$ cat config.mk
export PLATFORM = sky130hd
export DESIGN_NAME = deq_fifo
export DESIGN_NICKNAME = d
export VERILOG_FILES = /design/src/hw/rtl/double_ended_queue_top_defines.svh /design/src/hw/rtl/deq_pkg.sv /design/src/hw/rtl/deq_fifo.sv
export SDC_FILE = /design/constraint.sdc
export NUM_CORES = 1
export LEC_CHECK = 0
export ABC_AREA = 1
export BUFFER_PORTS_ARGS = -buffer_cell sky130_fd_sc_hd__buf_2
export CAP_MARGIN = 20
export CELL_PAD_IN_SITES_DETAIL_PLACEMENT = 2
export CELL_PAD_IN_SITES_GLOBAL_PLACEMENT = 2
export CORE_ASPECT_RATIO = 0.9
export CORE_MARGIN = 1.5
export CORE_UTILIZATION = 38
export DETAILED_ROUTE_END_ITERATION = 8
export PLACE_DENSITY_LB_ADDON = 0.1
export SETUP_SLACK_MARGIN = 0.2
export SLEW_MARGIN = 20
export SYNTH_ARGS = -nofsm -noshare
export SYNTH_HDL_FRONTEND = slang
export SYNTH_SLANG_ARGS = --single-unit
$ cat constraint.sdc
create_clock -name clk -period 4.05 [get_ports clk]
set_clock_uncertainty 0.1 [all_clocks]
set_input_delay 0 -clock clk [delete_from_list [all_inputs] [get_ports clk]]
set_output_delay 0 -clock clk [all_outputs]
set_load 0.01 [all_outputs]
$ cat src/hw/rtl/double_ended_queue_top_defines.svh
// Assertion macros for the files that assert; only the top-level file uses them.
`ifndef DOUBLE_ENDED_QUEUE_TOP_DEFINES_SVH
`define DOUBLE_ENDED_QUEUE_TOP_DEFINES_SVH

// Implication checked at every rising edge outside reset.
`define DEQ_ASSERT_IMPL(label, ante, cons, msg) \
  label: assert property (@(posedge clk) disable iff (rst) (ante) |-> (cons)) else $error(msg);

// Next-cycle implication checked outside reset.
`define DEQ_ASSERT_NEXT(label, ante, cons, msg) \
  label: assert property (@(posedge clk) disable iff (rst) (ante) |=> (cons)) else $error(msg);

`endif

$ cat src/hw/rtl/deq_pkg.sv
package deq_pkg;

  localparam int unsigned DEPTH = 1024;
  localparam int unsigned WIDTH = 32;
  localparam int unsigned AW = $clog2(DEPTH);
  localparam int unsigned CW = AW + 1;
  localparam int unsigned QDEPTH = 2;

  typedef enum logic [2:0] {
    OP_PUSH_BACK  = 3'd0,
    OP_PUSH_FRONT = 3'd1,
    OP_POP_BACK   = 3'd2,
    OP_POP_FRONT  = 3'd3,
    OP_READ       = 3'd4,
    OP_INSERT     = 3'd5,
    OP_ERASE      = 3'd6,
    OP_CLEAR      = 3'd7
  } op_t;

  typedef enum logic [1:0] {
    ST_OK    = 2'd0,
    ST_FULL  = 2'd1,
    ST_EMPTY = 2'd2,
    ST_RANGE = 2'd3
  } status_t;

  typedef enum logic [2:0] {
    EX_IDLE,
    EX_RDWAIT,
    EX_SHIFT_RD,
    EX_SHIFT_WR,
    EX_FINAL,
    EX_OUT
  } ex_state_t;

  // Request as handed from the front end to the execution unit.
  typedef struct packed {
    op_t              op;
    logic [10:0]      position;
    logic [WIDTH-1:0] word;
  } req_t;

  typedef struct packed {
    logic [31:0] word_out;
    logic [10:0] fill_count;
    logic        is_empty;
    status_t     status;
  } rsp_t;

endpackage

$ cat src/hw/rtl/deq_fifo.sv
module deq_fifo (
  input  logic          clk,
  input  logic          rst,
  input  logic          in_valid,
  output logic          in_ready,
  input  deq_pkg::req_t in_data,
  output logic          out_valid,
  input  logic          out_ready,
  output deq_pkg::req_t out_data
);

  localparam int unsigned PW = $clog2(deq_pkg::QDEPTH);

  deq_pkg::req_t mem [deq_pkg::QDEPTH];
  logic [PW-1:0] wptr;
  logic [PW-1:0] rptr;
  logic [PW:0]   count;
  logic          push;
  logic          pop;

  assign in_ready  = (count < (PW+1)'(deq_pkg::QDEPTH));
  assign out_valid = (count != '0);
  assign out_data  = mem[rptr];
  assign push      = in_valid && in_ready;
  assign pop       = out_valid && out_ready;

  always_ff @(posedge clk) begin
    if (push) begin
      mem[wptr] <= in_data;
    end
  end

  always_ff @(posedge clk) begin
    if (rst) begin
      wptr  <= '0;
      rptr  <= '0;
      count <= '0;
    end else begin
      if (push) begin
        wptr <= wptr + 1'b1;
      end
      if (pop) begin
        rptr <= rptr + 1'b1;
      end
      count <= count + (PW+1)'(push) - (PW+1)'(pop);
    end
  end

endmodule

; Yosys cells after proc, flatten, opt, wreduce, memory -nomap -nowiden
; Memory sizes are Yosys's and may differ from the RTL's. A register that Yosys moved wholly into a read port is not among the register bits.
; Cells that the tools add are included.
[word_totals]
out_inout_bits = 48
register_bits = 4
mem_bits_rw = 92
wordCells = 16
in_bits = 50
n_memories = 1
[op_classes]
n_lt_le_gt_ge = 1
mux = 4
n_addsub = 4
n_reduce_logical = 3
[mem_list]
columns = name, depth, word_bits, read_ports, rd_clocked_by_memory_dff, write_ports, line_no
row1 = mem, 2, 46, 1, 1, 1, deq_fifo.sv:14  ; deq_pkg::req_t mem [deq_pkg::QDEPTH];
[op_table]
columns = cell, count
row1 = two-way mux 1 bit, 4
row2 = adder 1 bit (second input constant), 2
row3 = adder 2 x 1 -> 2 bit, 1
row4 = logical AND 1 bit, 2
row5 = less-than comparator 2 bit (second input constant), 1
row6 = nonzero test 2 bit, 1
row7 = subtractor 2 x 1 -> 2 bit, 1

; Logic depth before layout (Yosys ltp)
; Gate-level depths: netlist of the first run.
[depth]
depth_word = 4
ltp_mapped = 9
depth_no_buf = 9

; Worst setup path before layout of the first run
; Ideal clock, no wire load.
[synth_timing]
path_kind = register to register
start = reg count[1]
end = mem mem[1][0] (netlist bit), enable pin
setup_slack_ns = 1.022
path_stages_with_launch = 4
setup_time_ns = 0.451
path_buffers = 0
t_required_ns = 3.499
arrival_ns = 2.477
synth_period_minus_slack_ns = 3.028
path_cell_list = dfxtp_1 inv_2 nand2_1 nor2_1
[synth_via]
elab_chain_len = 4
[synth_lines]
columns = item, line_no
row1 = "start, declared", deq_fifo.sv:17  ; logic [PW:0] count;
row2 = "start signal, assigned", deq_fifo.sv:45  ; count <= count + (PW+1)'(push) - (PW+1)'(pop);
row3 = less-than comparator 2 bit, deq_fifo.sv:21  ; assign in_ready = (count < (PW+1)'(deq_pkg::QDEPTH));
row4 = via in_ready, deq_fifo.sv:5  ; output logic in_ready,
row5 = logical AND 1 bit, deq_fifo.sv:24  ; assign push = in_valid && in_ready;
row6 = two-way mux 1 bit, deq_fifo.sv:28  ; if (push) begin
row7 = two-way mux 1 bit (not written as such), deq_fifo.sv:29  ; mem[wptr] <= in_data;
row8 = "end, declared", deq_fifo.sv:14
; The timed path passes the listed nets, and every way through them passes these cells.

; Worst setup path after layout of the first run
[layout_timing]
start = reg count[1]
end = mem mem[1][14] (netlist bit), enable pin
[layout_via]
elab_chain_len = 4
[layout_lines]
columns = item, line_no
row1 = less-than comparator 2 bit, deq_fifo.sv:21
row2 = logical AND 1 bit, deq_fifo.sv:24
row3 = two-way mux 1 bit, deq_fifo.sv:28
row4 = two-way mux 1 bit (not written as such), deq_fifo.sv:29
; No other way between the ends.

==> impl_results.md, run 1 <==
* Worst slew pin tran at 0.858 ns
* Synthesis-to-finish area growth at 33.6%
* Gpl congestion at 0.615
* Post-Synthesis Cells at roughly 180
* Buf/Inv on CP at 2
* Seq/Total Area, Yosys at 76.3%
* Slew Viols, Final at 0
* RSZ-0062 raised after global routing: no
* Worst hold path class: input pin to flip-flop
* CP delay by family, top: simple AND/OR/NAND/NOR gates
* Final period utilization at between 50 and 60%
* Clk Latency, worst-skew pair at 0.34 ns
* Die area at 10500 um^2
* Worst min-delay path endpoint: mem[1][37]
* HPWL Detailed at 4.59 mm
* Cts bufs inserted at 9
* Worst slew margin at 42.8%
* Setup Buffers After CTS at 0
* CP max-delay cell: nor2_4
* Die Span X at 108 um
* DRC Markers at 0
* R2r worst-path depth at 4
* DRT antenna net count at 0
* Worst slack, placed at 1.95 ns
* Initial drt markers at 33
* Commonest cells after routing, fill and taps aside: buf_2 (97), edfxtp_1 (92), dlygate4sd3_1 (49)
* Post-synthesis register bit count at 97
* Root buffer selected by CTS: clkbuf_8
* Drt total wl at 7.54 mm
* Period minus WS final at 2.07 ns
* TritonCTS clock tree: done
* Cells along the critical path: inv_2 > nand2_1 > nor2_4 > buf_4
* Initial antenna violation count at 0
* Crit-path max FO at 24
* Initial cell density of the core at 38.9%
* Number of fill cells in the layout at approximately 840
* PwrDens at 526 nW/um^2
* Clk pin slew, worst setup/hold paths at 0.09 ns
* Drt pass-1 iters at 4
* Core Box Area at between 9000 and 10000 um^2
* Reg2reg end: mem[1][14]
* Share of layout cells above drive strength 1 at between 40% and 50%
* Fmax achieved at 482 MHz
* H-tree levels at 3
* Outcome: complete, no violations
* Distinct cell type count after synthesis at 18
* Final setup violating endpoints at 0
* Critical path endpoint category: flip-flop
* Hold_sp: in_data[37]
* Via density at 4.50
* Mapped Nets at approximately 230
* Max incr delay on CP at 0.60 ns
* Routed len/inst at between 15 and 20 um
* Setup TNS at 0 ns
* Nets at 380
* GRT Util Overall at 15.5%
* Diode count at 0
* Arrival @ worst endpoint at approximately 2.0 ns
* Vias at 2065
* Worst setup path class: flip-flop to flip-flop
* Synthesis Warnings at 0
* Maxcap violations at 0
* IO Port Bufs at 97
* CTS max path bufs at 2
* FF-to-FF Start: count[1]
* Clk sink count at 97
* Reg2Reg Setup Slack at 1.98 ns
* Fin Hold WS at between 0.2 and 0.3 ns
* CP startpoint kind: flip-flop
* Peak VDD IR at between 0.2 and 0.3 mV
* Hold path cells at 2
* Row Count at 34
* GR Overflow Total at 0
* Post-Syn Area at 3750 um^2
* I/O pins at 98
* Most common cell after layout, fill and taps aside: buf_2
* Post-route setup slack at 1.98 ns
* Largest net degree at the start of global routing at 47
* Mean Syn Cell Area at 21.4 um^2
* Leak at 1.97 nW
* Vias in the first global route at about 2400
* CP required at 3.97 ns
* Die Span Y at 97.3 um
* First-pass GRT wire length at 12.0 mm
* Hold Violations, Final at 0
sequential cells by signal (all words and copies together) (netlist names), named ones only:
| signal | cells |
|---|---|
| wptr | 1 |
| mem | 92 |
| count | 2 |
| rptr | 1 |
worst reg2reg max path, delay by kind of cell (launching register included):
family / cells / cell delay (ns)
DFF: 1 / 0.33
and+or+nand+nor: 2 / 0.76
buffers and inverters: 2 / 0.55
layer usage:
metal  wire (um)  vias up  track usage, %
li1            -      973               -
met5           0        -               0
met1        3110     1025            17.9
met3         387        5            5.30
met4          67        0            3.64
met2        3980       62            27.6
per-stage QoR:
| stage | std cells | util (%) | power [mW] | instance area (um^2) |
|---|---|---|---|---|
| after floorplan | 175 | - | 1.83 | 3750 |
| after global placement | 395 | 44.9 | 2.02 | 4340 |
| after detailed placement | 395 | 44.9 | 2.04 | 4340 |
| after CTS | 459 | 51.9 | 2.68 | 5010 |
| after global routing | 459 | 51.9 | 2.78 | 5010 |
| final | 459 | 51.9 | 2.64 | 5010 |
worst max-delay path by stage:
stage,start,end,depth (start not counted)
2_1_floorplan,count[1],mem[1][0],3
4_1_cts,count[1],mem[1][14],4
6_report,count[1],mem[1][14],4
5_1_grt,count[1],mem[0][9],4
3_5_place_dp,count[1],mem[1][8],4
3_3_place_gp,count[1],mem[1][11],4
kinds of logic (layout without fill, tap and decap cells):
| kind of cell | count (synthesis) | after routing | share of synthesized area [%] |
|---|---|---|---|
| AOI/OAI and AO/OA | 5 | 5 | 0.667 |
| xor gates and xnor gates | 1 | 1 | 0.233 |
| adders and majority gates | 1 | 1 | 0.333 |
| buffers and inverters | 13 | 171 | 3.23 |
| DFF | 97 | 97 | 76.3 |
| muxes | 46 | 46 | 17.8 |
| and+or+nand+nor | 12 | 12 | 1.47 |
what timing repair did:
action | CTS | global route
hold buffers | 49 | 0
endpoints found under the hold margin | 97 | 0
gates resized for setup | 0 | 0
final cells by class:
type | count | area [um^2] | share of cell area, %
Sequential cell | 97 | 2870 | 57.2
Clock buffer | 10 | 128 | 2.54
Tap cell | 126 | 158 | 3.14
Inverter | 8 | 30.0 | 0.599
Clock inverter | 5 | 57.6 | 1.15
Multi-Input combinational cell | 65 | 785 | 15.6
Timing Repair Buffer | 148 | 991 | 19.8
synthesized netlist by cell type:
library cell / instances / area share [%]
nand4_1: 1 / 0.17
buf_6: 1 / 0.30
ha_1: 1 / 0.33
o21ai_0: 1 / 0.13
buf_12: 4 / 2.1
nand2_2: 2 / 0.33
inv_1: 7 / 0.70
nor3_1: 1 / 0.13
mux2_4: 40 / 16
inv_2: 1 / 0.10
nand2_1: 3 / 0.30
nand3_1: 1 / 0.13
dfxtp_1: 5 / 2.7
xor2_1: 1 / 0.23
nor2_1: 4 / 0.40
mux2_2: 6 / 1.8
a21oi_1: 4 / 0.53
edfxtp_1: 92 / 74
where the power goes:
part,total [mW],leakage [nW],switching [mW],internal (mW)
Combinational,0.674,0.979,0.305,0.369
Clock,0.597,0.0860,0.315,0.281
Sequential,1.37,0.901,0.106,1.26
Note: power is estimated with default switching activity, not from simulation.
==> inputs of run 2 (changes only) <==
ABC_AREA = 0   (was 1)
CORE_UTILIZATION = 35   (was 38)
clock period = 1.9 ns   (was 4.05 ns; I/O delays follow)
==> run 2 against run 1 <==
Net effect: the flow now finishes with violations (design-rule violations); critical path depth down 1; final cell count up 0.65%; cell area up 3.9%; worst hold slack worse by 0.23 ns; sequential power up 98%; fmax up 35%; register-to-register slack worse by 1.6 ns; count of clock-buffer cells in the layout up 1; critical endpoint is now mem[0][40].
==> impl_results.md, run 2 <==
* Final setup violating endpoints at 0 (unchanged)
* Final total power at 5.70 mW (was 2.64 mW)
* Via density at 4.46 (was 4.50)
* Fin Hold WS at 0.0308 ns (was 0.262 ns)
* Clk sink count at 97 (unchanged)
* Slew Viols, Final at 0 (unchanged)
* Clk pin slew, worst setup/hold paths at 0.06 ns (was 0.09 ns)
* Synth area leaders: edfxtp_1 (73%), mux2_4 (16%), dfxtp_1 (2.7%) (was edfxtp_1 (74%), mux2_4 (16%), dfxtp_1 (2.7%))
* Count leader, synth: edfxtp_1 (unchanged)
* Maxcap violations at 0 (unchanged)
* Drt total wl at 7.85 mm (was 7.54 mm)
* Seq/Total Area, Yosys at 76.0% (was 76.3%)
* CP startpoint kind: flip-flop (unchanged)
* Peak VDD IR at 0.461 mV (was 0.258 mV)
* Post-synth top area share at 73.4% (was 73.6%)
* Distinct cell type count after synthesis at 22 (was 18)
* Largest net degree at the start of global routing at 30 (was 47)
* Arrival @ worst endpoint at 1.45 ns (was 2.00 ns)
* Initial drt markers at 62 (was 33)
* Failing checks: design-rule violations
* Drt pass-1 iters at 6 (was 4)
* Fmax achieved at 651 MHz (was 482 MHz)
* Leading registers by flop count: mem: 92 flops, count: 2 flops (unchanged)
* GRT Util Overall at 14.3% (was 15.5%)
* Setup TNS at 0 ns (unchanged)
* Initial cell density of the core at 36.4% (was 38.9%)
* Hold Violations, Final at 0 (unchanged)
* Root buffer selected by CTS: clkbuf_16 (was clkbuf_8)
* Gpl congestion at 0.707 (was 0.615)
* CTS max path bufs at 2 (unchanged)
* Period minus WS final at 1.54 ns (was 2.07 ns)
* Routed len/inst at 17.0 um (was 16.4 um)
* First-pass GRT wire length at 12.1 mm (was 12.0 mm)
* Largest register by flop count: mem (unchanged)
* Worst slew margin at 83.5% (was 42.8%)
* Hold path cells at 4 (was 2)
* Vias in the first global route at 2298 (was 2368)
* Synthesis-to-finish area growth at 38.5% (was 33.6%)
* Nets at 380 (unchanged)
* Worst hold path class: input pin to flip-flop (unchanged)
* Post-synth top area cell: edfxtp_1 (unchanged)
* RSZ-0062 raised after global routing: no (unchanged)
* H-tree levels at 3 (unchanged)
* Post-Synthesis Cells at 170 (was 175)
* Mapped Nets at 221 (was 226)
* HPWL Detailed at 5.52 mm (was 4.59 mm)
* Final period utilization at 80.8% (was 51.2%)
* Vias at 2062 (was 2065)
* Worst setup path class: flip-flop to flip-flop (unchanged)
* Mean Syn Cell Area at 22.1 um^2 (was 21.4 um^2)
* GR Overflow Total at 0 (unchanged)
* I/O pins at 98 (unchanged)
* Leak at 2.03 nW (was 1.97 nW)
* Largest register FFs at 92 (unchanged)
* Commonest cells after routing, fill and taps aside: buf_2 (97), edfxtp_1 (92), dlygate4sd3_1 (47) (was buf_2 (97), edfxtp_1 (92), dlygate4sd3_1 (49))
* Worst slew pin tran at 0.245 ns (was 0.858 ns)
* Die Span X at 112 um (was 108 um)
* Die Span Y at 101 um (was 97.3 um)
* TritonCTS clock tree: done (unchanged)
* Outcome: finished, violations left (was complete, no violations)
* Clk Latency, worst-skew pair at 0.33 ns (was 0.34 ns)
* Post-Syn Area at 3760 um^2 (was 3750 um^2)
* DRC Markers at 6 (was 0)
* Diode count at 0 (unchanged)
* CP required at 1.81 ns (was 3.97 ns)
* Most common cell after layout, fill and taps aside: buf_2 (unchanged)
* PwrDens at 1090 nW/um^2 (was 526 nW/um^2)
* Synthesis Warnings at 0 (unchanged)
* Crit-path max FO at 17 (was 24)
* Post-synth EDFFs at 92 (unchanged)
* Row Count at 35 (was 34)
* Critical path endpoint category: flip-flop (unchanged)
* Post-synthesis register bit count at 97 (unchanged)
* Most common library cells after synthesis: edfxtp_1 (92), mux2_4 (40), mux2_2 (6) (was edfxtp_1 (92), mux2_4 (40), inv_1 (7))
* Share of layout cells above drive strength 1 at 51.4% (was 49.2%)
* Most used DFF post-synth: edfxtp_1 (unchanged)
* Core Box Area at 10300 um^2 (was 9660 um^2)
* IO Port Bufs at 97 (unchanged)
* Initial antenna violation count at 0 (unchanged)
* R2r worst-path depth at 3 (was 4)
* DRT antenna net count at 0 (unchanged)
* Die area at 11400 um^2 (was 10500 um^2)
* Fin util at 50.4% (was 51.9%)
* Cts bufs inserted at 9 (unchanged)
* Ys async rst share at 0% (unchanged)
-- run 2: cell families (layout without fill, tap and decap cells) --
logic type | after synthesis | in the layout | share of synthesized area, %
xor+xnor | 2 | 2 | 0.465
mux | 46 | 46 | 17.7
flops | 97 | 97 | 76.0
compound gates | 4 | 4 | 0.598
simple gates | 14 | 14 | 2.29
buf+inv | 6 | 169 | 2.53
fa+ha+maj | 1 | 1 | 0.332
-- run 2: repair_timing --
| action | 4_1_cts | 5_1_grt |
|---|---|---|
| endpoints found under the setup margin | 26 | 26 |
| resized for setup | 0 | 1 |
| hold endpoints to repair | 97 | 0 |
| hold buffers | 47 | 0 |
| setup buffers | 2 | 0 |
-- run 2: where the power goes --
part	total [mW]	leakage [nW]	internal, mW	switching, mW
logic	1.40	1.01	0.767	0.632
clock network	1.60	0.118	0.882	0.715
registers	2.71	0.902	2.62	0.0895
-- run 2: final timing paths --
| check | start | slack, ns | to |
|---|---|---|---|
| max | count[1] | 0.36 | mem[0][40] |
| min | out_ready | 0.03 | rptr |
| max reg2reg | count[1] | 0.36 | mem[0][40] |
| min reg2reg | rptr | 0.42 | rptr |
-- run 2: worst max-delay path, stage by stage, from the launching register on --
cell	delay, ns
dfxtp_2	0.34
and2b_1	0.29
nor2b_4	0.21
buf_4	0.28
-- run 2: metrics by stage --
step / cells / instance area, um^2 / worst slack (ns)
6_report: 462 / 5210 / 0.364
5_1_grt: 462 / 5210 / 0.247
4_1_cts: 462 / 5210 / 0.232
3_5_place_dp: 398 / 4450 / 0.241
3_3_place_gp: 398 / 4450 / 0.319
2_1_floorplan: 170 / 3770 / 0.0836
-- run 2: cell type report --
cell class / count / area [um^2]
Fill cell: 960 / 5120
Clock buffer: 11 / 233
Inverter: 1 / 3.75
Clock inverter: 4 / 31.3
Timing Repair Buffer: 153 / 1100
Multi-Input combinational cell: 67 / 817
Tap cell: 129 / 161
Sequential cell: 97 / 2870
-- run 2: routing by layer --
| layer | share of wire (%) | routed length (um) | vias to the layer above | track usage [%] |
|---|---|---|---|---|
| met3 | 3.5 | 276 | 4 | 3.23 |
| met4 | 0.69 | 54 | 0 | 4.67 |
| met1 | 39 | 3060 | 1028 | 15.9 |
| li1 | - | - | 979 | - |
| met2 | 57 | 4460 | 51 | 27.5 |
| met5 | 0 | 0 | - | 0 |
==> inputs of run 3 (changes only) <==
clock period = 1.3 ns   (was 1.9 ns; I/O delays follow)
==> run 3 against run 2 <==
Net effect: the flow finishes with violations (design-rule violations, negative setup slack); worst hold slack improved by 0.021 ns; register-to-register slack got worse by 0.61 ns; cell area increased by 16%; first-iteration DRC count unchanged; largest power group unchanged.
==> impl_results.md, run 3 (same netlist as run 2, synthesis figures left out) <==
* Outcome: finished, violations left (unchanged)
* Failing checks: design-rule violations, negative setup slack (was design-rule violations)
* First-pass GRT wire length at 14.9 mm (was 12.1 mm)
* Arrival @ worst endpoint at 1.51 ns (was 1.45 ns)
* Most common cell after layout, fill and taps aside: edfxtp_1 (was buf_2)
* Final period utilization at 119% (was 80.8%)
* CP startpoint kind: flip-flop (unchanged)
* Vias in the first global route at 2567 (was 2298)
* Die Span Y at 101 um (unchanged)
* Hold Violations, Final at 0 (unchanged)
* CP required at 1.26 ns (was 1.81 ns)
* Clk Latency, worst-skew pair at 0.34 ns (was 0.33 ns)
* Clk sink count at 97 (unchanged)
* Post-route setup slack at -0.250 ns (was 0.364 ns)
* RSZ-0062 raised after global routing: yes (was no)
* Routed len/inst at 21.3 um (was 17.0 um)
* Commonest cells after routing, fill and taps aside: edfxtp_1 (92), buf_2 (54), buf_6 (51) (was buf_2 (97), edfxtp_1 (92), dlygate4sd3_1 (47))
* Worst setup path class: flip-flop to flip-flop (unchanged)
* I/O pins at 98 (unchanged)
* Drt total wl at 10.4 mm (was 7.85 mm)
* Crit-path max FO at 7 (was 17)
* Cts bufs inserted at 9 (unchanged)
* GRT Util Overall at 18.2% (was 14.3%)
* Worst slew margin at 76.4% (was 83.5%)
* Setup TNS at -27.86 ns (was 0 ns)
* Final setup violating endpoints at 141 (was 0)
* Share of layout cells above drive strength 1 at 57.1% (was 51.4%)
* Maxcap violations at 0 (unchanged)
* Synthesis-to-finish area growth at 60.4% (was 38.5%)
* Worst slack, placed at -0.125 ns (was 0.241 ns)
* DRT antenna net count at 0 (unchanged)
* CTS max path bufs at 2 (unchanged)
* Via density at 4.52 (was 4.46)
* Fmax achieved at 645 MHz (was 651 MHz)
* H-tree levels at 3 (unchanged)
* Reg2Reg Setup Slack at -0.25 ns (was 0.36 ns)
* Critical path endpoint category: flip-flop (unchanged)
* Die Span X at 112 um (unchanged)
* PwrDens at 1590 nW/um^2 (was 1090 nW/um^2)
* Diode count at 0 (unchanged)
* Die area at 11400 um^2 (unchanged)
* Nets at 404 (was 380)
* Worst slew pin tran at 0.351 ns (was 0.245 ns)
* Gpl congestion at 0.686 (was 0.707)
* Largest register FFs at 92 (unchanged)
* Fin Hold WS at 0.0518 ns (was 0.0308 ns)
* Peak VDD IR at 1.03 mV (was 0.461 mV)
* Leading registers by flop count: mem: 92 flops, count: 2 flops (unchanged)
* Worst min-delay path endpoint: count[1] (was rptr)
* Initial drt markers at 62 (unchanged)
* GR Overflow Total at 0 (unchanged)
* Largest net degree at the start of global routing at 21 (was 30)
* Slew Viols, Final at 0 (unchanged)
* Initial cell density of the core at 36.4% (unchanged)
* Fin util at 58.4% (was 50.4%)
* IO Port Bufs at 97 (unchanged)
* Clk pin slew, worst setup/hold paths at 0.07 ns (was 0.06 ns)
* FF-to-FF Start: count[1] (unchanged)
* Root buffer selected by CTS: clkbuf_16 (unchanged)
* Hold_sp: out_ready (unchanged)
* Core Box Area at 10300 um^2 (unchanged)
* Final total power at 9.61 mW (was 5.70 mW)
* Row Count at 35 (unchanged)
* Drt pass-1 iters at 6 (unchanged)
* Worst hold path class: input pin to flip-flop (unchanged)
* Vias at 2198 (was 2062)
* Hold path cells at 4 (unchanged)
* DRC Markers at 8 (was 6)
* R2r worst-path depth at 5 (was 3)
* TritonCTS clock tree: done (unchanged)
* Reg2reg end: mem[0][9] (was mem[0][40])
* Period minus WS final at 1.55 ns (was 1.54 ns)
* HPWL Detailed at 4.90 mm (was 5.52 mm)
* Initial antenna violation count at 0 (unchanged)
* Leak at 2.38 nW (was 2.03 nW)
* Largest register by flop count: mem (unchanged)
==> run 3: area by class of cell <==
type	instances	area (um^2)
multi-input cells	67	906
fillers	863	4300
clock inverters	5	32.5
well taps	129	161
flip-flops and latches	97	2870
inverters	1	6.26
clock buffers	10	229
repair buffers	177	1840
==> run 3: repair_timing <==
| action | in CTS | in global routing |
|---|---|---|
| hold buffers | 48 | 0 |
| resized for setup | 66 | 20 |
| pin swaps | 4 | 5 |
| endpoints found under the setup margin | 143 | 145 |
| endpoints found under the hold margin | 97 | 0 |
| setup buffers | 11 | 3 |
| gates cloned | 8 | 1 |
==> run 3: worst max-delay path: stages, from the launching register on <==
cell	delay [ns]
dfxtp_2	0.32
and2b_2	0.23
nor2b_4	0.23
buf_6	0.16
buf_12	0.11
buf_16	0.12
==> run 3: where the power goes <==
part | switching [mW] | internal (mW)
Clock | 1.10 | 1.28
Sequential | 0.145 | 3.83
Combinational | 1.27 | 1.98
==> run 3: worst max-delay path by stage <==
stage               from      endpoint  slack [ns]  depth (start not counted)
3_5_place_dp    count[1]    mem[0][24]       -0.13                          3
2_1_floorplan   count[1]     mem[0][0]       -0.52                          2
4_1_cts         count[1]    mem[0][43]       -0.23                          5
5_1_grt        flip-flop  out_data[43]       -0.29                          3
3_3_place_gp    count[1]    mem[0][24]       -0.11                          3
6_report        count[1]     mem[0][9]       -0.25                          5
==> run 3: metal layers <==
| layer | part of all wire [%] | GRT usage [%] |
|---|---|---|
| met4 | 0.83 | 5.06 |
| met5 | 0 | 0 |
| met3 | 3.7 | 4.13 |
| met1 | 38 | 19.7 |
| met2 | 57 | 35.8 |
==> run 3: stage by stage <==
stage          area, um^2  instances
6_report             6040        486
3_3_place_gp         4480        400
2_1_floorplan        3780        170
3_5_place_dp         4480        400
5_1_grt              6040        486
4_1_cts              5860        482
